### config.mk
export PLATFORM = sky130hd
export DESIGN_NAME = four_level_page_walker
export DESIGN_NICKNAME = d
export VERILOG_FILES = /design/src/design/pgw_pkg.sv /design/src/design/pgw_front.sv /design/src/design/pgw_back.sv /design/src/design/four_level_page_walker.sv
export SDC_FILE = /design/constraint.sdc
export NUM_CORES = 1
export LEC_CHECK = 0
export BUFFER_PORTS_ARGS = -buffer_cell sky130_fd_sc_hd__buf_2
export CAP_MARGIN = 25
export CORE_MARGIN = 2
export CORE_UTILIZATION = 45
export DETAILED_ROUTE_END_ITERATION = 10
export HOLD_SLACK_MARGIN = 0.12
export MAX_ROUTING_LAYER = met4
export SYNTH_ARGS = -nofsm -noshare
export SYNTH_HDL_FRONTEND = slang
export SYNTH_SLANG_ARGS = --single-unit
### constraint.sdc
create_clock -name clk -period 9.5 [get_ports clk]
set_clock_uncertainty 0.1 [all_clocks]
set_input_delay 1.9 -clock clk [delete_from_list [all_inputs] [get_ports clk]]
set_output_delay 1.9 -clock clk [all_outputs]
set_load 0.01 [all_outputs]
### src/design/pgw_pkg.sv
package pgw_pkg;

    localparam int ADDR_W  = 52;
    localparam int VA_W    = 48;
    localparam int ENTRY_W = 64;
    localparam int IDX_W   = 9;

    localparam int PRESENT_BIT = 0;
    localparam int LARGE_BIT   = 7;

    localparam logic OP_START = 1'b0;
    localparam logic OP_ENTRY = 1'b1;

    localparam logic [1:0] LVL_TOP  = 2'd0;
    localparam logic [1:0] LVL_1G   = 2'd1;
    localparam logic [1:0] LVL_2M   = 2'd2;
    localparam logic [1:0] LVL_LEAF = 2'd3;

    typedef enum logic [1:0] {
        KIND_READ  = 2'd0,
        KIND_DONE  = 2'd1,
        KIND_FAULT = 2'd2,
        KIND_PROTO = 2'd3
    } kind_t;

    typedef struct packed {
        kind_t             kind;
        logic [ADDR_W-1:0] addr;
        logic [1:0]        level;
    } result_t;

    typedef struct packed {
        logic valid;
        logic op;
    } front_stat_t;

endpackage

### src/design/pgw_front.sv
module pgw_front
    import pgw_pkg::*;
#(
    parameter int PHYS_ADDR_BITS = 52
)
(
    input  logic                       clk,
    input  logic                       rst_n,
    input  logic                       push,
    output logic                       full,
    input  logic                       operation,
    input  logic [VA_W-1:0]            virtual_address,
    input  logic [ADDR_W-1:0]          table_root,
    input  logic [ENTRY_W-1:0]         entry_data,
    output front_stat_t                fst,
    output logic [VA_W-1:0]            q_vaddr,
    output logic [PHYS_ADDR_BITS-13:0] q_frame,
    output logic [ENTRY_W-1:0]         q_entry,
    input  logic                       q_pop
);

    localparam int FRAME_W = PHYS_ADDR_BITS - 12;

    logic                 op_mem    [2];
    logic [VA_W-1:0]      va_mem    [2];
    logic [FRAME_W-1:0]   frame_mem [2];
    logic [ENTRY_W-1:0]   entry_mem [2];

    logic       wr_ptr_reg, wr_ptr_next;
    logic       rd_ptr_reg, rd_ptr_next;
    logic [1:0] count_reg, count_next;
    logic       wr_en;

    assign full  = (count_reg == 2'd2);
    assign wr_en = push && !full;

    always_comb
    begin
        wr_ptr_next = wr_ptr_reg;
        rd_ptr_next = rd_ptr_reg;
        count_next  = count_reg;
        if (wr_en)
        begin
            wr_ptr_next = !wr_ptr_reg;
        end
        if (q_pop)
        begin
            rd_ptr_next = !rd_ptr_reg;
        end
        if (wr_en && !q_pop)
        begin
            count_next = count_reg + 2'd1;
        end
        else if (!wr_en && q_pop)
        begin
            count_next = count_reg - 2'd1;
        end
    end

    always_ff @(posedge clk or negedge rst_n)
    begin
        if (!rst_n)
        begin
            wr_ptr_reg <= 1'b0;
            rd_ptr_reg <= 1'b0;
            count_reg  <= 2'd0;
        end
        else
        begin
            wr_ptr_reg <= wr_ptr_next;
            rd_ptr_reg <= rd_ptr_next;
            count_reg  <= count_next;
        end
    end

    // store the word in the queue, keeping only the root frame bits that the address width allows
    always_ff @(posedge clk)
    begin
        if (wr_en)
        begin
            op_mem[wr_ptr_reg]    <= operation;
            va_mem[wr_ptr_reg]    <= virtual_address;
            frame_mem[wr_ptr_reg] <= table_root[PHYS_ADDR_BITS-1:12];
            entry_mem[wr_ptr_reg] <= entry_data;
        end
    end

    assign fst.valid = (count_reg != 2'd0);
    assign fst.op    = op_mem[rd_ptr_reg];
    assign q_vaddr   = va_mem[rd_ptr_reg];
    assign q_frame   = frame_mem[rd_ptr_reg];
    assign q_entry   = entry_mem[rd_ptr_reg];

endmodule

### src/design/pgw_back.sv
module pgw_back
    import pgw_pkg::*;
#(
    parameter int PHYS_ADDR_BITS = 52
)
(
    input  logic                       clk,
    input  logic                       rst_n,
    input  front_stat_t                fst,
    input  logic [VA_W-1:0]            q_vaddr,
    input  logic [PHYS_ADDR_BITS-13:0] q_frame,
    input  logic [ENTRY_W-1:0]         q_entry,
    output logic                       q_pop,
    output logic                       empty,
    input  logic                       pop,
    output result_t                    res
);

    localparam logic [ADDR_W-1:0] PHYS_MASK =
        ADDR_W'((64'd1 << PHYS_ADDR_BITS) - 64'd1);
    localparam logic [ADDR_W-1:0] MASK_4K = ~ADDR_W'(64'hFFF);
    localparam logic [ADDR_W-1:0] MASK_2M = ~ADDR_W'(64'h1FFFFF);
    localparam logic [ADDR_W-1:0] MASK_1G = ~ADDR_W'(64'h3FFFFFFF);

    function automatic logic [IDX_W-1:0] index_of(input logic [1:0] lvl,
                                                  input logic [VA_W-1:0] va);
        logic [IDX_W-1:0] idx;
        case (lvl)
            LVL_TOP:  idx = va[47:39];
            LVL_1G:   idx = va[38:30];
            LVL_2M:   idx = va[29:21];
            LVL_LEAF: idx = va[20:12];
            default:  idx = '0;
        endcase
        return idx;
    endfunction

    logic             busy_reg, busy_next;
    logic [1:0]       level_reg, level_next;
    logic [VA_W-1:0]  vaddr_reg, vaddr_next;

    result_t          res_mem [2];
    logic             owr_ptr_reg, owr_ptr_next;
    logic             ord_ptr_reg, ord_ptr_next;
    logic [1:0]       ocount_reg, ocount_next;
    logic             out_pop;

    result_t           word;
    logic [ADDR_W-1:0] root_base;
    logic [ADDR_W-1:0] e_addr;
    logic [1:0]        lvl_up;

    assign q_pop     = fst.valid && (ocount_reg != 2'd2);
    assign out_pop   = pop && !empty;
    assign root_base = ADDR_W'({q_frame, 12'h000});
    assign e_addr    = q_entry[ADDR_W-1:0] & PHYS_MASK;
    assign lvl_up    = level_reg + 2'd1;

    always_comb
    begin
        busy_next  = busy_reg;
        level_next = level_reg;
        vaddr_next = vaddr_reg;
        word.kind  = KIND_PROTO;
        word.addr  = '0;
        word.level = LVL_TOP;
        if (q_pop)
        begin
            if (fst.op == OP_START)
            begin
                if (!busy_reg)
                begin
                    busy_next  = 1'b1;
                    level_next = LVL_TOP;
                    vaddr_next = q_vaddr;
                    word.kind  = KIND_READ;
                    word.addr  = root_base
                               + ADDR_W'({index_of(LVL_TOP, q_vaddr), 3'b000});
                end
            end
            else if (busy_reg)
            begin
                if (level_reg == LVL_TOP && q_entry[LARGE_BIT])
                begin
                    word.kind = KIND_FAULT;
                end
                else if (!q_entry[PRESENT_BIT])
                begin
                    word.kind  = KIND_FAULT;
                    word.level = level_reg;
                end
                else if (level_reg == LVL_1G && q_entry[LARGE_BIT])
                begin
                    word.kind = KIND_DONE;
                    word.addr = (e_addr & MASK_1G) + ADDR_W'(vaddr_reg[29:0]);
                end
                else if (level_reg == LVL_2M && q_entry[LARGE_BIT])
                begin
                    word.kind = KIND_DONE;
                    word.addr = (e_addr & MASK_2M) + ADDR_W'(vaddr_reg[20:0]);
                end
                else if (level_reg == LVL_LEAF)
                begin
                    word.kind = KIND_DONE;
                    word.addr = (e_addr & MASK_4K) + ADDR_W'(vaddr_reg[11:0]);
                end
                else
                begin
                    level_next = lvl_up;
                    word.kind  = KIND_READ;
                    word.addr  = (e_addr & MASK_4K)
                               + ADDR_W'({index_of(lvl_up, vaddr_reg), 3'b000});
                end
                if (word.kind != KIND_READ)
                begin
                    busy_next  = 1'b0;
                    level_next = LVL_TOP;
                end
            end
        end
    end

    always_comb
    begin
        owr_ptr_next = owr_ptr_reg;
        ord_ptr_next = ord_ptr_reg;
        ocount_next  = ocount_reg;
        if (q_pop)
        begin
            owr_ptr_next = !owr_ptr_reg;
        end
        if (out_pop)
        begin
            ord_ptr_next = !ord_ptr_reg;
        end
        if (q_pop && !out_pop)
        begin
            ocount_next = ocount_reg + 2'd1;
        end
        else if (!q_pop && out_pop)
        begin
            ocount_next = ocount_reg - 2'd1;
        end
    end

    always_ff @(posedge clk or negedge rst_n)
    begin
        if (!rst_n)
        begin
            busy_reg    <= 1'b0;
            level_reg   <= LVL_TOP;
            vaddr_reg   <= '0;
            owr_ptr_reg <= 1'b0;
            ord_ptr_reg <= 1'b0;
            ocount_reg  <= 2'd0;
        end
        else
        begin
            busy_reg    <= busy_next;
            level_reg   <= level_next;
            vaddr_reg   <= vaddr_next;
            owr_ptr_reg <= owr_ptr_next;
            ord_ptr_reg <= ord_ptr_next;
            ocount_reg  <= ocount_next;
        end
    end

    always_ff @(posedge clk)
    begin
        if (q_pop)
        begin
            res_mem[owr_ptr_reg] <= word;
        end
    end

    assign empty = (ocount_reg == 2'd0);
    assign res   = res_mem[ord_ptr_reg];

endmodule

### src/design/four_level_page_walker.sv
// Channel   Handshake      Word
// request   push / full    operation, virtual_address, table_root, entry_data
// result    pop / empty    result_kind, phys_address, fault_level
//
// One word in, one word out. The walker handles a word as it leaves the
// two-entry input queue: one word per cycle while the result queue has room.
// Each word is registered in the input queue, then in the result queue.
// Reset clears both queues and returns the walker to idle at level zero.
// A full result queue holds the walker; the input queue then fills and raises full.
module four_level_page_walker
    import pgw_pkg::*;
#(
    parameter int PHYS_ADDR_BITS = 52
)
(
    input  logic                clk,
    input  logic                rst_n,
    input  logic                push,
    output logic                full,
    input  logic                operation,
    input  logic [VA_W-1:0]     virtual_address,
    input  logic [ADDR_W-1:0]   table_root,
    input  logic [ENTRY_W-1:0]  entry_data,
    output logic                empty,
    input  logic                pop,
    output logic [1:0]          result_kind,
    output logic [ADDR_W-1:0]   phys_address,
    output logic [1:0]          fault_level
);

    front_stat_t                fst;
    logic [VA_W-1:0]            q_vaddr;
    logic [PHYS_ADDR_BITS-13:0] q_frame;
    logic [ENTRY_W-1:0]         q_entry;
    logic                       q_pop;
    result_t                    res;

    pgw_front #(
        .PHYS_ADDR_BITS (PHYS_ADDR_BITS)
    ) u_front (
        .clk             (clk),
        .rst_n           (rst_n),
        .push            (push),
        .full            (full),
        .operation       (operation),
        .virtual_address (virtual_address),
        .table_root      (table_root),
        .entry_data      (entry_data),
        .fst             (fst),
        .q_vaddr         (q_vaddr),
        .q_frame         (q_frame),
        .q_entry         (q_entry),
        .q_pop           (q_pop)
    );

    pgw_back #(
        .PHYS_ADDR_BITS (PHYS_ADDR_BITS)
    ) u_back (
        .clk     (clk),
        .rst_n   (rst_n),
        .fst     (fst),
        .q_vaddr (q_vaddr),
        .q_frame (q_frame),
        .q_entry (q_entry),
        .q_pop   (q_pop),
        .empty   (empty),
        .pop     (pop),
        .res     (res)
    );

    assign result_kind  = res.kind;
    assign phys_address = res.addr;
    assign fault_level  = res.level;

    a_pop_needs_word: assert property (@(posedge clk) disable iff (!rst_n)
        q_pop |-> fst.valid)
        else $error("walker took a word from an empty input queue");

    a_level_only_on_fault: assert property (@(posedge clk) disable iff (!rst_n)
        (!empty && result_kind != KIND_FAULT) |-> fault_level == LVL_TOP)
        else $error("fault level set on a non-fault result");

    a_no_addr_on_error: assert property (@(posedge clk) disable iff (!rst_n)
        (!empty && (result_kind == KIND_FAULT || result_kind == KIND_PROTO))
            |-> phys_address == '0)
        else $error("address set on a fault or protocol error result");

    a_push_shows_result: assert property (@(posedge clk) disable iff (!rst_n)
        (push && !full && empty && !fst.valid) |=> fst.valid)
        else $error("accepted word did not reach the walker");

endmodule

==> flow_summary.json, run 1 <==
{
  "outcome": "finished, final reports clean",
  "synth_adder_area_share_pct": 0.603,
  "synth-compound-area-share_pct": 7.77,
  "seq_area_um2": 12500,
  "synth-simple-area-share_pct": 3.33,
  "synth_edf_count": 374,
  "synth_cell_types": 48,
  "cap_viol_max_count": 0,
  "synth_mux_area_share_pct": 10.4,
  "multiInputGateArea_um2": 3790,
  "crit_chain": "buf_4 -> mux2_2 -> buf_2",
  "clock-sinks": 424,
  "regMostFlops": "u_back.res_mem",
  "cts-root-buf": "clkbuf_16",
  "grt_usage_pct": 18.7,
  "htreeDepth": 2,
  "power_frac_seq_pct": 44.5,
  "slew_headroom_pct": 34.2,
  "p_leak_nw": 7.30,
  "largest_register_ffs": 112,
  "cp_slowest_stage_delay_ns": 0.66,
  "tns_ns": 0,
  "clk-insertion-delay-late_ns": 0.56,
  "cp_max_fo": 57,
  "ctsHoldBuffers": 0,
  "synth_seq_cells": 424,
  "cp.arrival_ns": 2.17,
  "drt_first_pass_iters": 5,
  "power_frac_comb_pct": 29.3,
  "die_w_um": 196,
  "finish.utilization_pct": 53.8,
  "switching_share_pct": 32.0,
  "areaGrowthSynthToFinish_pct": 18.1,
  "routed_via_density": 5.26,
  "hold_class": "reg -> reg",
  "ys_async_sr_fraction_pct": 11.8,
  "synth.yosys.warnings": 0,
  "gp_congestion": 0.771,
  "startpoint_type": "flop",
  "slew_viol_final": 0,
  "num_io_pins": 227,
  "post-cts-setup-buffers": 0,
  "overflow": 0,
  "fin_crit_ns": 4.17,
  "min_period_over_period_pct": 43.9,
  "path_class": "reg -> out",
  "antenna_found_initial": 5,
  "die_h_um": 196,
  "cp-end-kind": "output pin",
  "grt_pass1_vias": 8725,
  "setup_viol_count_final": 0,
  "clkPwrFrac_pct": 26.2,
  "p_int_w": 0.00467,
  "clk_pin_slew_ns": 0.06,
  "coreArea_um2": 36400,
  "synth_nets": 1140,
  "drt_iter0_markers": 430,
  "final.setup.worst_slack_ns": 5.33,
  "synthXorXnorAreaFrac_pct": 0.527,
  "grt_pass1_wl_mm": 52.0,
  "synth_top_family_by_area": "multiplexers",
  "rows": 70,
  "fillCellCount": 2985,
  "die_area_um2": 38500,
  "reg_top3": "u_back.res_mem (112), u_front.va_mem (96), u_front.entry_mem (84)",
  "synth_ff_type": "edfxtp_1",
  "powerDensity_nw_per_um2": 350,
  "vdd_ir_drop_max_v": 0.000165,
  "tightest_slew_ns": 0.986,
  "cts_tree": "yes",
  "drc": 0,
  "initial_core_util_pct": 45.6,
  "rsz0062_at_grt": "no",
  "syn_area_um2": 16600,
  "max_clock_freq_ghz": 0.240,
  "drt.antenna.violating_nets": 0,
  "hold_viol_final": 0,
  "vias": 8793,
  "ctsResizeCount": 0,
  "wl_mm": 34.6,
  "dp_hpwl_mm": 21.5,
  "preCtsSetupSlack_ns": 5.13,
  "net-switching-power_w": 0.00220,
  "grt_start_max_net_pins": 79,
  "portBuffers": 192,
  "syn_area_per_cell_um2": 17.2,
  "synthCells": 963,
  "layout-drive-gt1-share_pct": 33.8,
  "final_nets": 1340,
  "wl_per_cell_um": 20.7,
  "cp.required_ns": 7.50,
  "clk_path_buf_depth": 3,
  "slowest_stage": "buf_4",
  "synth_seq_area_share_pct": 75.2,
  "cts_made_buffers": 45
}
logic make-up after synthesis:
kind of cell,count (synthesis)
and+or+nand+nor,102
DFF,424
buffers and inverters,74
muxes,163
adders and majority gates,8
xor gates and xnor gates,10
AOI/OAI and AO/OA,182
stage by stage:
step           instances  total power (W)  hold slack [ns]  cell area (um2)
2_1_floorplan        963          0.00448            0.340            16600
3_3_place_gp        1582          0.00509            0.355            18000
3_5_place_dp        1584          0.00516            0.369            18000
4_1_cts             1667          0.00697            0.382            19600
5_1_grt             1672          0.00724            0.407            19600
6_report            1673          0.00686            0.378            19600
power by group through the flow:
stage	combinational [W]	sequential, W	clock (W)
2_1_floorplan	0.00144	0.00304	0
3_3_place_gp	0.00202	0.00307	0
3_5_place_dp	0.00206	0.00310	0
4_1_cts	0.00207	0.00306	0.00184
5_1_grt	0.00222	0.00312	0.00191
6_report	0.00201	0.00306	0.00180
layout by cell type (no fill, tap or decap), drive strengths merged, types with 33 or more instances in the layout:
cell | Yosys | final
nand2 | 54 | 54
o21ai | 56 | 56
a21oi | 33 | 33
mux2i | 87 | 87
mux2 | 76 | 76
edfxtp | 374 | 374
clkbuf | 18 | 57
dfrtp | 50 | 50
buf | 36 | 207
a211oi | 40 | 40
metal layers:
| layer | GRT usage (%) | share of wire (%) | up-vias |
|---|---|---|---|
| li1 | - | - | 4138 |
| met1 | 25.4 | 45 | 4380 |
| met2 | 28.4 | 48 | 222 |
| met3 | 3.39 | 4.8 | 53 |
| met4 | 6.73 | 2.4 | 0 |
| met5 | - | 0 | - |
critical path: cells and delay by family, from the launching register on:
kind     cells  cell delay [ns]
buf+inv      2             0.81
mux          1             0.45
flops        1             0.34
worst paths after layout:
| path | cells after the start | end | slack (ns) | startpoint |
|---|---|---|---|---|
| hold reg to reg | 2 | u_back.vaddr_reg[30] | 0.38 | u_back.vaddr_reg[30] |
| min in group asynchronous | 2 | u_back.vaddr_reg[4] | 1.38 | rst_n |
| setup / recovery | 3 | phys_address[11] | 5.33 | u_back.ord_ptr_reg |
| setup reg to reg | 6 | u_back.res_mem[1][50] | 5.79 | u_front.rd_ptr_reg |
| hold / removal | 2 | u_back.vaddr_reg[30] | 0.38 | u_back.vaddr_reg[30] |
| max in group asynchronous | 2 | u_front.rd_ptr_reg | 7.38 | rst_n |
synthesized netlist by cell type (4+ instances only):
cell type / count / area [um2]
xnor2_1: 6 / 52.6
o22ai_1: 28 / 175
mux2_2: 75 / 845
nor2b_1: 22 / 138
edfxtp_1: 374 / 11200
inv_1: 18 / 67.6
xor2_1: 4 / 35.0
clkbuf_1: 17 / 63.8
nor2_1: 6 / 22.5
a211oi_2: 18 / 225
dfrtp_1: 50 / 1250
buf_2: 24 / 120
buf_6: 4 / 45.0
a22oi_1: 9 / 67.6
o221ai_2: 9 / 135
ha_1: 8 / 100
mux2i_1: 86 / 861
o21ai_0: 44 / 220
buf_4: 5 / 37.5
o21ai_1: 12 / 60.1
nand2_1: 52 / 195
a21oi_1: 33 / 165
a211oi_1: 22 / 165
final cells by class:
cell class                      instances  area share, %
Inverter                               20          0.396
Timing Repair Buffer                  207           5.68
Sequential cell                       424           63.7
Tap cell                              468           2.99
Clock buffer                           57           6.39
Clock inverter                         26           1.47
Multi-Input combinational cell        465           19.3
Antenna cell                            6         0.0766
(Power assumes the default switching activity.)
==> inputs of run 2 (changes only) <==
--- a/config.mk
+++ b/config.mk
@@ -12,6 +12,7 @@
 export DETAILED_ROUTE_END_ITERATION = 10
 export HOLD_SLACK_MARGIN = 0.12
 export MAX_ROUTING_LAYER = met4
+export PLACE_DENSITY = 0.67
 export SYNTH_ARGS = -nofsm -noshare
 export SYNTH_HDL_FRONTEND = slang
 export SYNTH_SLANG_ARGS = --single-unit
==> constraint.sdc (replaced) <==
create_clock -name clk -period 3.6 [get_ports clk]
set_clock_uncertainty 0.1 [all_clocks]
set_input_delay 0.72 -clock clk [delete_from_list [all_inputs] [get_ports clk]]
set_output_delay 0.72 -clock clk [all_outputs]
set_load 0.01 [all_outputs]
==> flow_summary.json, run 2 (synthesis results as in run 1) <==
{
  "outcome": "finished, final reports clean",
  "multiInputGateArea_um2": 3790,
  "fin_crit_ns": 2.95,
  "grt_pass1_wl_mm": 51.2,
  "drt.antenna.violating_nets": 0,
  "tns_ns": 0,
  "seq_area_um2": 12500,
  "drt_first_pass_iters": 4,
  "routed_via_density": 5.26,
  "vias": 8814,
  "max_clock_freq_ghz": 0.338,
  "cp_slowest_stage_delay_ns": 0.67,
  "cp-end-kind": "output pin",
  "regMostFlops": "u_back.res_mem",
  "largest_register_ffs": 112,
  "path_buf_inv": 2,
  "cp_max_fo": 40,
  "dp_hpwl_mm": 21.8,
  "grt_start_max_net_pins": 84,
  "die_area_um2": 38500,
  "cts-root-buf": "clkbuf_16",
  "cts_made_buffers": 45,
  "portBuffers": 192,
  "tightest_slew_ns": 0.983,
  "final_area_um2": 19400,
  "final_nets": 1345,
  "antenna_found_initial": 4,
  "final.setup.worst_slack_ns": 0.645,
  "clk-insertion-delay-late_ns": 0.55,
  "slew_viol_final": 0,
  "min_period_over_period_pct": 82.1,
  "post-cts-setup-buffers": 0,
  "clk_pin_slew_ns": 0.06,
  "die_h_um": 196,
  "gp_congestion": 0.812,
  "reg_top3": "u_back.res_mem (112), u_front.va_mem (96), u_front.entry_mem (84)",
  "layout-drive-gt1-share_pct": 32.6,
  "fillCellCount": 2969,
  "clk_path_buf_depth": 3,
  "rows": 70,
  "coreArea_um2": 36400,
  "hold_class": "in -> reg",
  "p_leak_nw": 7.20,
  "cp.required_ns": 2.78,
  "crit_chain": "buf_12 -> mux2_2 -> buf_2",
  "cts_tree": "yes",
  "num_io_pins": 227,
  "rsz0062_at_grt": "no",
  "wl_per_cell_um": 20.3,
  "setup_viol_count_final": 0,
  "final_common_cell": "edfxtp_1",
  "slew_headroom_pct": 34.1,
  "powerDensity_nw_per_um2": 901,
  "path_class": "reg -> out",
  "drt_iter0_markers": 546,
  "die_w_um": 196,
  "drc": 0,
  "overflow": 0,
  "areaGrowthSynthToFinish_pct": 17.0,
  "startpoint_type": "flop",
  "final_cell_mix": "edfxtp_1, buf_2, mux2i_1, mux2_2, nand2_1",
  "grt_pass1_vias": 8813,
  "clock-sinks": 424,
  "preCtsSetupSlack_ns": 0.923,
  "wl_mm": 34.1,
  "htreeDepth": 2,
  "cp.arrival_ns": 2.13,
  "ctsResizeCount": 0,
  "vdd_ir_drop_max_v": 0.000503,
  "cap_viol_max_count": 0,
  "hold_viol_final": 0,
  "slowest_stage": "dfrtp_2",
  "cp_top_family": "flip-flops",
  "initial_core_util_pct": 45.6,
  "postPlaceCellArea_um2": 18100,
  "grt_usage_pct": 18.4
}
[run 2: layout make-up]
| cell class | count | area share (%) |
|---|---|---|
| inverter | 20 | 0.399 |
| sequential | 424 | 64.3 |
| timing repair buffer | 212 | 6.12 |
| tap | 468 | 3.01 |
| clock inverter | 22 | 0.515 |
| multi-input combinational | 465 | 19.5 |
| clock buffer | 58 | 6.10 |
| antenna | 6 | 0.0773 |
[run 2: worst paths after layout]
kind	depth (start not counted)	endpoint	slack, ns	start
worst min-delay path	1	u_front.entry_mem[0][7]	0.26	entry_data[7]
worst min register to register	2	u_back.vaddr_reg[0]	0.38	u_back.vaddr_reg[0]
worst max register to register	5	u_back.res_mem[0][28]	0.90	u_front.rd_ptr_reg
worst max-delay path	3	phys_address[23]	0.65	u_back.ord_ptr_reg
max in group asynchronous	3	u_back.vaddr_reg[22]	1.92	rst_n
min in group asynchronous	2	u_back.vaddr_reg[0]	0.68	rst_n
[run 2: through the flow]
step	hold slack, ns	instances	util, %	power [W]
after floorplan	0.324	963	-	0.0117
after global placement	0.353	1588	49.7	0.0135
after detailed placement	0.361	1588	49.7	0.0137
after CTS	0.221	1669	53.3	0.0178
after global routing	0.222	1673	53.3	0.0185
final	0.257	1675	53.3	0.0175
[run 2: timing repair]
item                                   in CTS  in global routing
setup endpoints to repair                   0                  0
endpoints found under the hold margin      15                  0
hold buffers                                1                  0
[run 2: routing by layer]
metal / GRT usage (%) / wire length, um
met4: 6.99 / 1020
met1: 24.0 / 14500
met2: 28.8 / 16200
met3: 3.61 / 2330
met5: - / 0
[run 2: report_power, final]
group,total [W],switching (W),internal [W]
combinational,0.00540,0.00334,0.00206
clock,0.00406,0.00176,0.00231
sequential,0.00803,0.000620,0.00741
total,0.0175,0.00571,0.0118
==> inputs of run 3 (changes only) <==
--- a/config.mk
+++ b/config.mk
@@ -5,6 +5,7 @@
 export SDC_FILE = /design/constraint.sdc
 export NUM_CORES = 1
 export LEC_CHECK = 0
+export ABC_AREA = 1
 export BUFFER_PORTS_ARGS = -buffer_cell sky130_fd_sc_hd__buf_2
 export CAP_MARGIN = 25
 export CORE_MARGIN = 2
@@ -12,7 +13,6 @@
 export DETAILED_ROUTE_END_ITERATION = 10
 export HOLD_SLACK_MARGIN = 0.12
 export MAX_ROUTING_LAYER = met4
-export PLACE_DENSITY = 0.67
 export SYNTH_ARGS = -nofsm -noshare
 export SYNTH_HDL_FRONTEND = slang
 export SYNTH_SLANG_ARGS = --single-unit
==> constraint.sdc (replaced) <==
create_clock -name clk -period 2.97 [get_ports clk]
set_clock_uncertainty 0.1 [all_clocks]
set_input_delay 0.594 -clock clk [delete_from_list [all_inputs] [get_ports clk]]
set_output_delay 0.594 -clock clk [all_outputs]
set_load 0.01 [all_outputs]
==> flow_summary.json, run 3 <==
{
  "startpoint_type": "flop",
  "switching_share_pct": 36.0,
  "vdd_ir_drop_max_v": 0.000471,
  "num_io_pins": 227,
  "grt_usage_pct": 21.0,
  "power_frac_comb_pct": 34.4,
  "hold_path_depth": 1,
  "portBuffers": 192,
  "ys_async_sr_fraction_pct": 11.8,
  "overflow": 0,
  "seq_area_um2": 12500,
  "fin_crit_ns": 2.60,
  "gp_congestion": 0.820,
  "rows": 71,
  "path_class": "reg -> out",
  "setup_viol_count_final": 0,
  "synth_seq_cells": 424,
  "drt.antenna.violating_nets": 0,
  "diodes": 0,
  "synthCells": 1435,
  "path_buf_inv": 2,
  "slew_viol_final": 0,
  "syn_area_per_cell_um2": 11.9,
  "synth_edf_count": 374,
  "routed_via_density": 4.88,
  "die_area_um2": 39400,
  "initial_core_util_pct": 45.4,
  "critical_path_depth": 4,
  "cp_top_family": "buffers and inverters",
  "largest_register_ffs": 112,
  "areaGrowthSynthToFinish_pct": 23.6,
  "final_common_cell": "nand2_1",
  "clk_pin_slew_ns": 0.06,
  "wl_mm": 39.7,
  "clkPwrFrac_pct": 23.8,
  "final.setup.worst_slack_ns": 0.372,
  "final_cell_mix": "nand2_1, edfxtp_1, buf_2, nor2_1, dlygate4sd3_1",
  "postPlaceCellArea_um2": 18600,
  "antenna_found_initial": 0,
  "wl_per_cell_um": 17.5,
  "synth_top_cell_area_share_pct": 66.0,
  "cp_slowest_stage_delay_ns": 0.53,
  "synth_nets": 1612,
  "power_frac_seq_pct": 41.8,
  "cts_tree": "yes",
  "grt_start_max_net_pins": 73,
  "cts-root-buf": "clkbuf_16",
  "crit_chain": "buf_4 -> nand2_1 -> nand2_1 -> buf_2",
  "die_h_um": 199,
  "ctsResizeCount": 0,
  "cp.arrival_ns": 1.90,
  "worst_r2r_path_depth": 9,
  "max_clock_freq_ghz": 0.385,
  "final_nets": 1903,
  "coreArea_um2": 37500,
  "p_total_w": 0.0236,
  "reg_top3": "u_back.res_mem (112), u_front.va_mem (96), u_front.entry_mem (84)",
  "tightest_slew_ns": 1.03,
  "p_leak_nw": 8.65,
  "drt_iter0_markers": 704,
  "synth_seq_area_share_pct": 73.3,
  "yosysTopAreaCell": "edfxtp_1",
  "regMostFlops": "u_back.res_mem",
  "cts_made_buffers": 44,
  "slew_headroom_pct": 31.3,
  "fillCellCount": 3201,
  "synth_cell_types": 31,
  "clk_path_buf_depth": 3,
  "syn_area_um2": 17000,
  "layout-drive-gt1-share_pct": 17.7,
  "drt_first_pass_iters": 5,
  "hold_viol_final": 0,
  "htreeDepth": 2,
  "synth_common_cells": "nand2_1, edfxtp_1, nor2_1, nand3_1, dfrtp_1",
  "synth_ff_type": "edfxtp_1",
  "rsz0062_at_grt": "no",
  "synth.yosys.warnings": 0,
  "drc": 0,
  "hold_slack_ns": 0.146,
  "p_int_w": 0.0151,
  "net-switching-power_w": 0.00849,
  "dp_hpwl_mm": 24.8,
  "min_period_over_period_pct": 87.5,
  "outcome": "finished, final reports clean",
  "powerDensity_nw_per_um2": 1120,
  "clk-insertion-delay-late_ns": 0.56,
  "preCtsSetupSlack_ns": 0.276,
  "clock-sinks": 424,
  "yosys-top-cells-area": "edfxtp_1, nand2_1, dfrtp_1, nor2_1, o31ai_1",
  "cpMostUsedCell": "nand2_1",
  "cap_viol_max_count": 0,
  "grt_pass1_vias": 10911,
  "cp_max_fo": 56,
  "hold_class": "in -> reg",
  "slowest_stage": "buf_4",
  "grt_pass1_wl_mm": 60.6,
  "cp-end-kind": "output pin",
  "cp.required_ns": 2.28,
  "final_area_um2": 21100,
  "synth_most_common_cell": "nand2_1",
  "die_w_um": 199,
  "vias": 11077,
  "multiInputGateArea_um2": 4020
}
run 3: changes by cell type in the layout (fill, tap and decap cells not counted), sizes merged, moves of 22 or more:
cell         delta
nand2         +431
a211oi         -40
nor2          +185
o22ai          -28
o31ai          +39
mux2i          -67
nand3          +56
dlygate4sd3    +96
mux2           -76
inv            +23
nor2b          -22
run 3: logic make-up (layout without fill, tap and decap cells):
family / after synthesis / after routing / share of synthesized area, %
AO/OA/AOI/OAI: 117 / 117 / 4.10
XOR/XNOR: 6 / 6 / 0.309
adder cells (fa/ha/maj): 8 / 8 / 0.588
buffers and inverters: 118 / 440 / 3.29
flip-flops: 424 / 424 / 73.3
multiplexers: 20 / 20 / 1.18
AND/OR/NAND/NOR: 742 / 743 / 17.2
run 3: worst paths after layout:
path                                           start                      end  slack (ns)
worst min-delay path                  table_root[19]  u_front.frame_mem[1][7]        0.15
worst max register to register   u_back.level_reg[0]     u_back.res_mem[1][3]        0.41
worst max-delay path              u_back.ord_ptr_reg          phys_address[1]        0.37
worst min register to register  u_back.vaddr_reg[37]     u_back.vaddr_reg[37]        0.38
min in group asynchronous                      rst_n     u_back.vaddr_reg[35]        0.62
max in group asynchronous                      rst_n     u_back.vaddr_reg[16]        1.45
run 3: layout make-up:
type / count / share of cell area (%)
Inverter: 43 / 0.784
Sequential cell: 424 / 59.3
Tap cell: 511 / 3.04
Clock buffer: 57 / 5.66
Multi-Input combinational cell: 894 / 19.1
Timing Repair Buffer: 319 / 10.8
Clock inverter: 21 / 1.35
run 3: worst reg2reg max path, delay by kind of cell, from the launching register on:
family                   cells  cell delay, ns
AND/OR/NAND/NOR              6            1.27
buffers and inverters        2            0.20
adder cells (fa/ha/maj)      1            0.41
flip-flops                   1            0.43
run 3: repair_timing:
action | CTS | global route
hold endpoints to repair | 222 | 0
setup endpoints to repair | 0 | 18
hold buffers | 97 | 0
buffers inserted | 0 | 0
run 3: layer usage:
layer / vias up / part of all wire (%) / GRT usage (%)
li1: 5463 / - / -
met1: 5306 / 45 / 28.4
met2: 255 / 48 / 33.5
met3: 53 / 4.4 / 2.78
met4: 0 / 2.2 / 6.44
met5: - / 0 / -
run 3: stage by stage:
step | instances | TNS (ns) | utilization [%]
2_1_floorplan | 1435 | -96.59 | -
3_3_place_gp | 2092 | 0 | 49.5
3_5_place_dp | 2093 | 0 | 49.6
4_1_cts | 2268 | 0 | 56.1
5_1_grt | 2269 | 0 | 56.2
6_report | 2269 | 0 | 56.2
run 3: power by group through the flow:
stage	Sequential [W]	Combinational [W]	Clock [W]
after CTS	0.00985	0.00826	0.00575
after detailed placement	0.00996	0.00811	0
after global placement	0.00989	0.00794	0
after floorplan	0.00977	0.00532	0
final	0.00985	0.00811	0.00562
after global routing	0.0100	0.00911	0.00599
